==> config.mk <==
export PLATFORM = sky130hd
export DESIGN_NAME = elapsed_tick_compare_reload_core
export DESIGN_NICKNAME = d
export VERILOG_FILES = /design/src/design/etcr_pkg.sv /design/src/design/etcr_ctrl.sv /design/src/design/etcr_datapath.sv /design/src/design/elapsed_tick_compare_reload_core.sv
export SDC_FILE = /design/constraint.sdc
export NUM_CORES = 1
export LEC_CHECK = 0
export ABC_AREA = 1
export ABC_CLOCK_PERIOD_IN_PS = 6890
export BUFFER_PORTS_ARGS = -buffer_cell sky130_fd_sc_hd__buf_2
export CAP_MARGIN = 10
export CORE_MARGIN = 8
export CORE_UTILIZATION = 38
export DETAILED_ROUTE_END_ITERATION = 10
export SLEW_MARGIN = 5
export SYNTH_ARGS = -nofsm -noshare
export SYNTH_HDL_FRONTEND = slang
export SYNTH_SLANG_ARGS = --single-unit
==> constraint.sdc <==
create_clock -name clk -period 6.89 [get_ports clk]
set_clock_uncertainty 0.1 [all_clocks]
set_input_delay 2.067 -clock clk [delete_from_list [all_inputs] [get_ports clk]]
set_output_delay 2.067 -clock clk [all_outputs]
set_load 0.03 [all_outputs]
==> src/design/etcr_pkg.sv <==
// ----------------------------------------------------------------------------
// etcr_pkg
// Shared types and constants for the elapsed tick compare reload block.
// ----------------------------------------------------------------------------
package etcr_pkg;

  // counter and divider word width
  localparam int unsigned WORD_W   = 32;
  // number of restoring division steps, one quotient bit each
  localparam int unsigned DIV_STEPS = WORD_W;
  localparam int unsigned STEP_W   = $clog2(DIV_STEPS);

  // result payload widths
  localparam int unsigned OUT_DATA_W = 2 * WORD_W;
  localparam int unsigned OUT_USER_W = 2;

  // configuration register file
  localparam int unsigned ADDR_W  = 3;
  localparam logic        REG_COUNTS_PER_TICK = 1'b0;
  localparam logic [WORD_W-1:0] CPT_RESET = 32'd32;

  // commands from the controller to the datapath
  typedef struct packed {
    logic start;  // capture sample and compute elapsed counts
    logic step;   // one division step
    logic load;   // write the result register and update last compare
  } etcr_cmd_t;

  // status from the datapath to the controller
  typedef struct packed {
    logic out_free;  // result register can take a new result this cycle
  } etcr_status_t;

endpackage

==> src/design/etcr_ctrl.sv <==
// ----------------------------------------------------------------------------
// etcr_ctrl
// Sequencer: accepts a sample, runs the division steps when a compare is
// pending, then hands the result to the output register once it has room.
// ----------------------------------------------------------------------------
module etcr_ctrl (
  input  logic                 clk,
  input  logic                 rst,
  input  logic                 in_valid,
  input  logic                 in_pend,
  output logic                 in_ready,
  input  etcr_pkg::etcr_status_t status,
  output etcr_pkg::etcr_cmd_t    cmd
);
  import etcr_pkg::*;

  localparam logic [1:0] ST_IDLE = 2'd0;
  localparam logic [1:0] ST_DIV  = 2'd1;
  localparam logic [1:0] ST_LOAD = 2'd2;

  logic [1:0]        state;
  logic [1:0]        state_next;
  logic [STEP_W-1:0] count;
  logic [STEP_W-1:0] count_next;
  logic              last_step;

  assign last_step = (count == STEP_W'(DIV_STEPS - 1));
  assign in_ready  = (state == ST_IDLE);

  // next state and commands
  always_comb begin
    state_next = state;
    count_next = count;
    cmd        = '0;
    case (state)
      ST_IDLE: begin
        if (in_valid) begin
          cmd.start  = 1'b1;
          count_next = '0;
          // no pending event skips the divider
          state_next = in_pend ? ST_DIV : ST_LOAD;
        end
      end
      ST_DIV: begin
        cmd.step   = 1'b1;
        count_next = count + STEP_W'(1);
        if (last_step) begin
          state_next = ST_LOAD;
        end
      end
      ST_LOAD: begin
        if (status.out_free) begin
          cmd.load   = 1'b1;
          state_next = ST_IDLE;
        end
      end
      default: begin
        state_next = ST_IDLE;
      end
    endcase
  end

  // state registers
  always_ff @(posedge clk) begin
    if (rst) begin
      state <= ST_IDLE;
      count <= '0;
    end else begin
      state <= state_next;
      count <= count_next;
    end
  end

endmodule

==> src/design/etcr_datapath.sv <==
// ----------------------------------------------------------------------------
// etcr_datapath
// Elapsed count, restoring divider, last compare state, divisor register
// and the output register.
// ----------------------------------------------------------------------------
module etcr_datapath (
  input  logic                                 clk,
  input  logic                                 rst,
  input  etcr_pkg::etcr_cmd_t                  cmd,
  output etcr_pkg::etcr_status_t               status,
  input  logic [etcr_pkg::WORD_W-1:0]          in_counter,
  input  logic                                 in_pend,
  input  logic                                 cfg_we,
  input  logic [etcr_pkg::WORD_W-1:0]          cfg_wdata,
  output logic [etcr_pkg::WORD_W-1:0]          cpt,
  output logic                                 out_valid,
  input  logic                                 out_ready,
  output logic [etcr_pkg::OUT_DATA_W-1:0]      out_data,
  output logic [etcr_pkg::OUT_USER_W-1:0]      out_user
);
  import etcr_pkg::*;

  logic [WORD_W-1:0] last_compare;
  logic [WORD_W-1:0] cur;
  logic              pend;
  logic [WORD_W-1:0] rem;
  logic [WORD_W-1:0] quo;
  logic [WORD_W-1:0] elapsed;
  logic [WORD_W:0]   trial;
  logic              fits;

  assign status.out_free = !out_valid || out_ready;

  // elapsed counts; the wrap case stays one count short
  assign elapsed = (in_counter < last_compare) ? (in_counter + ~last_compare)
                                               : (in_counter - last_compare);

  // restoring step: shift in the next dividend bit and try the divisor
  assign trial = {rem, quo[WORD_W-1]};
  assign fits  = (trial >= {1'b0, cpt});

  // divisor register
  always_ff @(posedge clk) begin
    if (rst) begin
      cpt <= CPT_RESET;
    end else if (cfg_we) begin
      cpt <= cfg_wdata;
    end
  end

  // sample capture and divider
  always_ff @(posedge clk) begin
    if (cmd.start) begin
      cur  <= in_counter;
      pend <= in_pend;
      quo  <= elapsed;
      rem  <= '0;
    end else if (cmd.step) begin
      quo <= {quo[WORD_W-2:0], fits};
      rem <= fits ? (trial[WORD_W-1:0] - cpt) : trial[WORD_W-1:0];
    end
  end

  // last compare moves back by the remainder
  always_ff @(posedge clk) begin
    if (rst) begin
      last_compare <= '0;
    end else if (cmd.load && pend) begin
      last_compare <= cur - rem;
    end
  end

  // output register valid
  always_ff @(posedge clk) begin
    if (rst) begin
      out_valid <= 1'b0;
    end else if (cmd.load) begin
      out_valid <= 1'b1;
    end else if (out_ready) begin
      out_valid <= 1'b0;
    end
  end

  // output payload, all zeros when nothing was pending
  always_ff @(posedge clk) begin
    if (cmd.load) begin
      if (pend) begin
        out_data <= {cpt - rem, quo};
        out_user <= {1'b1, 1'b1};
      end else begin
        out_data <= '0;
        out_user <= '0;
      end
    end
  end

endmodule

==> src/design/elapsed_tick_compare_reload_core.sv <==
// ----------------------------------------------------------------------------
// elapsed_tick_compare_reload_core
// Tick timer compare service: elapsed ticks since last compare, next compare
// delta and last compare update from each counter sample.
//
//   channel   | dir | handshake          | payload
//   ----------+-----+--------------------+----------------------------------
//   s_*       | in  | s_tvalid/s_tready  | counter sample, pending flag
//   m_*       | out | m_tvalid/m_tready  | ticks, delta, dispatched, clear
//   apb       | in  | psel/penable       | counts_per_tick at address 0
//
// A pending sample: capture and elapsed count, 32 restoring division
// steps, then a load once the result register has room.
// A sample with no pending event skips the division steps.
// A new sample is taken once the previous one is in the result register,
// even while that result still waits for m_tready.
// Reset (rst, synchronous) sets counts_per_tick to 32 and last compare to 0.
// ----------------------------------------------------------------------------
module elapsed_tick_compare_reload_core (
  input  logic                            clk,
  input  logic                            rst,
  // stream in
  input  logic                            s_tvalid,
  output logic                            s_tready,
  input  logic [31:0]                     s_tdata,   // [31:0] counter_value
  input  logic [0:0]                      s_tuser,   // [0] compare_pending
  // stream out
  output logic                            m_tvalid,
  input  logic                            m_tready,
  output logic [63:0]                     m_tdata,   // [31:0] ticks_elapsed,
                                                     // [63:32] compare_delta
  output logic [1:0]                      m_tuser,   // [0] dispatched,
                                                     // [1] clear_pending
  // configuration
  input  logic                            psel,
  input  logic                            penable,
  input  logic                            pwrite,
  input  logic [etcr_pkg::ADDR_W-1:0]     paddr,
  input  logic [31:0]                     pwdata,
  output logic [31:0]                     prdata,
  output logic                            pready
);
  import etcr_pkg::*;

  etcr_cmd_t         cmd;
  etcr_status_t      status;
  logic              cfg_we;
  logic [WORD_W-1:0] cpt;
  logic              in_acc_valid;

  // register decode, word index in paddr[2]
  assign pready = 1'b1;
  assign cfg_we = psel && penable && pwrite && (paddr[2] == REG_COUNTS_PER_TICK);
  assign prdata = (paddr[2] == REG_COUNTS_PER_TICK) ? cpt : '0;

  assign in_acc_valid = s_tvalid;

  etcr_ctrl u_ctrl (
    .clk      (clk),
    .rst      (rst),
    .in_valid (in_acc_valid),
    .in_pend  (s_tuser[0]),
    .in_ready (s_tready),
    .status   (status),
    .cmd      (cmd)
  );

  etcr_datapath u_dp (
    .clk        (clk),
    .rst        (rst),
    .cmd        (cmd),
    .status     (status),
    .in_counter (s_tdata),
    .in_pend    (s_tuser[0]),
    .cfg_we     (cfg_we),
    .cfg_wdata  (pwdata),
    .cpt        (cpt),
    .out_valid  (m_tvalid),
    .out_ready  (m_tready),
    .out_data   (m_tdata),
    .out_user   (m_tuser)
  );

endmodule

==> results of run 1 <==
==> state kept, by name, indices dropped and copies added (netlist names) <==
name               count
u_dp.pend              1
u_dp.cur              32
u_dp.cpt              32
u_dp.quo              32
u_dp.out_data         64
u_dp.rem              32
u_dp.out_user          1
u_ctrl.state           2
u_dp.last_compare     32
u_ctrl.count           5
u_dp.out_valid         1
==> logic make-up after synthesis <==
| group | synth area share |
|---|---|
| AO/OA/AOI/OAI | 0.121 |
| flip-flops | 0.318 |
| AND/OR/NAND/NOR | 0.329 |
| XOR/XNOR | 0.0279 |
| other | 0.000199 |
| buffers and inverters | 0.112 |
| adder cells (fa/ha/maj) | 0.0910 |
==> worst max-delay path, stage by stage <==
cell and delay [ps]:
buf_2 510, nor2_1 140, buf_2 210
==> through the flow <==
step | setup slack (ps) | instance area [um2] | cells
5_1_grt | 1710 | 21200 | 3749
6_report | 1790 | 21200 | 3749
3_3_place_gp | 1850 | 20300 | 3697
2_1_floorplan | 583 | 18800 | 2914
3_5_place_dp | 1780 | 20300 | 3697
4_1_cts | 1780 | 21200 | 3749
==> cell usage after synthesis (all sizes together), types with 5 or more instances <==
master / n
nor4: 5
clkbuf: 36
xor2: 42
o21bai: 15
o21a: 12
fa: 5
nand3: 206
ha: 129
dfxtp: 104
a21o: 10
nand4: 24
and2: 8
buf: 27
edfxtp: 130
inv: 470
o21ai: 151
a21oi: 227
o211ai: 7
nor2: 250
nand2: 999
nor3: 21
xnor2: 18
nand3b: 5
==> layout make-up <==
cell class	instances	area [um2]	share of cell area
Multi-Input combinational cell	2145	10800	0.507
Sequential cell	234	5990	0.282
Inverter	472	1770	0.0836
Timing Repair Buffer	182	936	0.0441
Tap cell	664	831	0.0392
Clock buffer	38	790	0.0372
Clock inverter	14	130	0.00614
==> where the power goes <==
group / switching, mW / internal (mW) / leakage, nW
logic: 3.12 / 1.36 / 8.43
registers: 0.127 / 1.82 / 2.09
clock network: 0.623 / 0.849 / 0.446
==> placed cells by master (no fill, tap or decap), types with 104 or more instances in the layout <==
cell,n
inv_1,468
dfxtp_1,104
o21ai_0,135
nand2_1,980
edfxtp_1,130
buf_2,172
a21oi_1,223
ha_1,129
nand3_1,206
nor2_1,242
==> worst max path at each step <==
stage	startpoint	end	slack [ps]
2_1_floorplan	m_tready	u_dp.last_compare[22]	580
4_1_cts	paddr[2]	prdata[1]	1780
3_3_place_gp	paddr[2]	prdata[20]	1850
6_report	paddr[2]	prdata[1]	1790
5_1_grt	paddr[2]	prdata[27]	1710
3_5_place_dp	paddr[2]	prdata[1]	1780
==> routing by layer <==
metal	share of wire	vias to the layer above
met1	0.46	8716
met3	0.049	92
met5	0	-
met4	0.030	0
li1	-	9585
met2	0.46	489
==> impl_summary.txt, run 1 <==
----------------------------------------------------
[Power]
  Total design power ... 7.90 mW
  Max VDD drop ... between 0.0002 and 0.00025 V
  Leakage Power ... between 10 and 15 nW
  Ratio of total power to cell area ... around 370 mW/mm2

[Status]
  Outcome ... complete, no violations

[Finish]
  Post-layout util ... 0.433
  Diode insertion count for antenna repair ... 0
  Final #Nets ... approximately 3,300
  Relative area change from synthesis to final layout ... 12.6%
  Number of inserted filler cells in the final layout ... between 5,000 and 6,000
  Share of final-layout standard cells stronger than drive strength 1 ... 0.0853

[Floorplan]
  Num rows ... 81
  Vertical die dimension ... between 200 and 250 um
  Number of placed I/O pins ... 176
  Total die area ... between 0.05 and 0.06 mm2
  Starting density of the core ... 0.385
  Core Footprint ... approximately 0.049 mm2
  Width of the die ... approximately 240 um

[Global route]
  GR Util met1 ... 0.290
  Number of antenna violations at the first check in global routing ... 0
  Met2 demand-to-capacity share in global routing ... 0.374
  Global-route track usage on met3 ... 0.0243
  Leftover overflow at the end of global routing ... 0
  Maximum number of pins on one net before global-route repair ... 67
  Wire length of the first global-routing pass ... a little over 100,000 um
  Number of global-route vias before repair ... about 18,000
  Most Crowded Layer GR ... met2
  Tot GR Track Use ... 0.220

[Timing]
  Fmax ... 196 MHz
  Worst-case hold slack ... 372 ps
  Number of pins exceeding their max-slew limit in the final report ... 0
  Endpoints failing setup ... 0
  Worst slew pin tran ... about 1300 ps
  Final total negative setup slack ... 0 ps
  Final hold vios ... 0
  Setup repair after global routing missed its margin ... no
  Clock period minus final worst setup slack ... 5100 ps
  Worst relative slew slack ... 0.143
  Portion of the clock cycle consumed by the worst path in the final layout ... 0.740

[Logic synthesis]
  Number of flip-flops and latches in the synthesized netlist ... between 200 and 250
  Fraction of post-synthesis cell area in the top cell type by area ... 0.207
  Average cell area after synthesis ... about 6.5 um2
  Net count after synthesis ... 3,123
  Synth Flop Type ... edfxtp_1
  Ys async rst share ... 0
  Ys Warns ... 0
  Distinct cells, synth ... 45
  Fraction of the yosys area taken by sequential cells ... 0.318
  Post-synthesis instance area ... 0.0188 mm2
  Cell types with the largest area share after synthesis ... edfxtp_1 21%, nand2_1 20%, dfxtp_1 11%
  Synth area leader ... edfxtp_1
  Number of flops mapped to enable cells by yosys ... 130
  Cell count after synthesis ... approximately 3,000

[Drt]
  Routed vias/inst ... between 5 and 6
  Residual DRC count ... 0
  First-pass iteration count of the detailed router ... 5
  Final wirelength ... 64,700 um
  Post-detailed-route wirelength per cell ... around 17 um
  Total vias in the final route ... ~19,000
  Drt first-iter violations ... ~1,200
  Routed Antenna Nets ... 0

[Worst setup path]
  Largest driver fanout on the critical path ... 33
  RR Startpoint ... u_dp.cpt[20]
  Classification of the worst setup path ... in2out
  Arrival time reported for the critical path endpoint ... a little under 3000 ps
  R2r endpoint ... u_dp.rem[23]
  Logic depth of the worst register-to-register path ... 14
  Required @ worst endpoint ... ~4700 ps
  Worst R2R Setup Slack ... 3620 ps
  Sort of element at the start of the critical path ... primary input
  Kind of end point of the critical path ... primary output

[Clock network]
  Count of clock tree sinks ... approximately 230
  Clock buffer count from CTS ... 28
  Resized cells post-CTS ... 0
  Maximum clock path buffer count ... 3
  CTS HTree Levels ... 1
  Clock insertion delay at the later pin of the skew report ... between 500 and 600 ps
  Clk pin slew, worst setup/hold paths ... 50 ps
  Total of hold buffers inserted after clock tree synthesis ... 0
  Post-CTS Setup Bufs ... 0
  Clock Root Buffer ... clkbuf_16
  CTS tree ... done

[Hold path]
  Cell depth of the worst hold path ... 2
  End of the worst hold path ... u_dp.rem[18]
  Hold path startpoint ... u_dp.rem[18]
  Worst min-delay path class ... reg2reg

[Placement]
  Gpl congestion ... approximately 0.99
  Number of port buffers ... between 150 and 200
  Detailed placer's ending HPWL ... 53,600 um

[Run]
  Max-cap violation count ... 0

----------------------------------------------------
(Power assumes the default switching activity.)
==> inputs of run 2 (changes only) <==
- ABC_CLOCK_PERIOD_IN_PS: 6890 -> 5200
- clock period: 6.89 -> 5.2 ns (I/O delays scaled with it)
==> run 2 against run 1 <==
Effect of this change:
- worst hold slack better by 3.0 ps
- non-clock buffer count up 3
- register-to-register slack worse by 1600 ps
- flip-flop and latch count unchanged
- combinational power up 32%
- sequential share of layout area down 0.13 points
- highest routed layer unchanged
- wire length down 0.39%
- core utilization up 0.20 points
- sequential power up 33%
- clock power up 46%
- final cell count up 0.13%
- clock-buffer cell count up 2
==> impl_summary.txt, run 2 (same netlist as run 1, synthesis figures left out) <==
----------------------------------------------------
[Status]
  Outcome ... complete, no violations

[Floorplan]
  Number of placed I/O pins ... 176 (unchanged)
  Num rows ... 81 (unchanged)
  Vertical die dimension ... 239 um (unchanged)
  Core Footprint ... 0.0490 mm2 (unchanged)
  Total die area ... 0.0569 mm2 (unchanged)
  Starting density of the core ... 0.385 (unchanged)
  Width of the die ... 239 um (unchanged)

[Timing]
  Setup repair after global routing missed its margin ... no
  Clock period minus final worst setup slack ... between 4000 and 5000 ps
  Worst-case hold slack ... 375 ps (+3.00 ps)
  Worst slew pin tran ... 1130 ps (-156 ps)
  Worst relative slew slack ... 0.248 (+0.105)
  Final total negative setup slack ... 0 ps (unchanged)
  Endpoints failing setup ... 0 (unchanged)
  Portion of the clock cycle consumed by the worst path in the final layout ... 0.779
  Final hold vios ... 0 (unchanged)
  Fmax ... 247 MHz
  Number of pins exceeding their max-slew limit in the final report ... 0 (unchanged)

[Drt]
  Routed Antenna Nets ... 0 (unchanged)
  Total vias in the final route ... 19,162 (+1.5%)
  Drt first-iter violations ... 1,479 (+21%)
  Routed vias/inst ... 5.10 (+1.3%)
  Final wirelength ... 64,400 um (-0.39%)
  First-pass iteration count of the detailed router ... 7 (+2)
  Residual DRC count ... 0 (unchanged)
  Post-detailed-route wirelength per cell ... 17.2 um (-0.52%)

[Finish]
  Relative area change from synthesis to final layout ... 13.1%
  Post-layout util ... 0.435 (+0.00197)
  Most common cell after layout, fill and taps aside ... nand2_1
  Number of flip-flops in the largest register ... 64 (unchanged)
  Diode insertion count for antenna repair ... 0 (unchanged)
  Top library cells by usage in the layout, fill and taps aside ... 980 x nand2_1, 468 x inv_1, 243 x nor2_1
  Reg with most FFs ... u_dp.out_data
  Number of inserted filler cells in the final layout ... 5,218 (-2.0%)
  Share of final-layout standard cells stronger than drive strength 1 ... 0.0861 (+0.000833)
  Final #Nets ... 3,276 (+0.12%)

[Hold path]
  End of the worst hold path ... u_dp.rem[21]
  Hold path startpoint ... u_dp.rem[21]
  Cell depth of the worst hold path ... 2 (unchanged)
  Worst min-delay path class ... reg2reg

[Clock network]
  Clock Root Buffer ... clkbuf_16
  Clk pin slew, worst setup/hold paths ... 50 ps (about the same)
  CTS tree ... done
  Total of hold buffers inserted after clock tree synthesis ... 0 (unchanged)
  Count of clock tree sinks ... 234 (unchanged)
  Clock buffer count from CTS ... 29 (+3.6%)
  Resized cells post-CTS ... 0 (unchanged)
  Maximum clock path buffer count ... 3 (unchanged)
  Clock insertion delay at the later pin of the skew report ... 600 ps (+30 ps)
  Post-CTS Setup Bufs ... 0 (unchanged)
  CTS HTree Levels ... 1 (unchanged)

[Worst setup path]
  Worst R2R Setup Slack ... 2010 ps (-1610 ps)
  Sort of element at the start of the critical path ... primary input
  Kind of end point of the critical path ... primary output
  Arrival time reported for the critical path endpoint ... 2390 ps (-540 ps)
  RR Startpoint ... u_dp.cpt[3]
  R2r endpoint ... u_dp.rem[23]
  Required @ worst endpoint ... 3540 ps (-1180 ps)
  Classification of the worst setup path ... in2out
  Largest driver fanout on the critical path ... 33 (unchanged)
  Logic depth of the worst register-to-register path ... 13 (-1)

[Global route]
  Number of global-route vias before repair ... 18,491 (+0.96%)
  Maximum number of pins on one net before global-route repair ... 67 (unchanged)
  Wire length of the first global-routing pass ... 100,000 um (-0.49%)
  Tot GR Track Use ... 0.219 (-0.00133)
  Leftover overflow at the end of global routing ... 0 (unchanged)
  Number of antenna violations at the first check in global routing ... 0 (unchanged)

[Power]
  Leakage Power ... 11.0 nW (+0.50%)
  Ratio of total power to cell area ... 500 mW/mm2 (+34%)
  Max VDD drop ... 0.000289 V (+25%)
  Total design power ... 10.7 mW (+35%)

[Placement]
  Gpl congestion ... 1.00 (+1.3%)
  Detailed placer's ending HPWL ... 52,600 um (-1.8%)
  Number of port buffers ... 172 (unchanged)

[Run]
  Max-cap violation count ... 0 (unchanged)

----------------------------------------------------
==> run 2: cell count changes in the layout (fill, tap and decap cells not counted), moves of 2 or more <==
cell       change
bufinv_16      +3
buf_4          +2
inv_4          +2
clkbuf_1       +2
clkinv_1       -2
inv_6          -2
==> run 2: worst max path at each step <==
| stage | start | end | slack, ps | depth (start not counted) |
|---|---|---|---|---|
| after detailed placement | s_tdata[0] | u_dp.quo[0] | 810 | 15 |
| after floorplan | m_tready | u_dp.last_compare[22] | 610 | 8 |
| after CTS | paddr[2] | prdata[4] | 1130 | 3 |
| after global routing | paddr[2] | prdata[24] | 1050 | 3 |
| after global placement | s_tdata[0] | u_dp.quo[1] | 880 | 15 |
| final | paddr[2] | prdata[7] | 1150 | 3 |
==> run 2: worst max-delay path: stages <==
cell	delay (ps)
buf_2	490
nor2_1	120
buf_2	210
==> run 2: layer usage <==
layer | GRT usage | vias to the layer above | wire length, um
met3 | 0.0229 | 122 | 3550
met2 | 0.366 | 598 | 29100
met1 | 0.290 | 8829 | 29500
met5 | 0 | - | 0
met4 | 0.0789 | 0 | 2250
li1 | - | 9613 | -
==> run 2: where the power goes <==
| group | internal (mW) | switching (mW) | leakage [nW] | total (mW) |
|---|---|---|---|---|
| combinational | 1.81 | 4.13 | 8.44 | 5.94 |
| clock | 1.28 | 0.858 | 0.484 | 2.14 |
| sequential | 2.41 | 0.171 | 2.09 | 2.58 |
==> run 2: area by class of cell <==
type,count,area (um2),area share
Inverter,472,1770,0.0832
Clock buffer,40,797,0.0374
Sequential cell,234,5990,0.281
Clock inverter,14,196,0.00922
Timing Repair Buffer,185,971,0.0456
Multi-Input combinational cell,2145,10700,0.504
Tap cell,664,831,0.0390
==> run 2: metrics by stage <==
stage / setup WS (ps) / instances / area (um2)
2_1_floorplan: 611 / 2914 / 18800
3_3_place_gp: 877 / 3700 / 20300
3_5_place_dp: 810 / 3700 / 20300
4_1_cts: 1130 / 3754 / 21300
5_1_grt: 1050 / 3754 / 21300
6_report: 1150 / 3754 / 21300
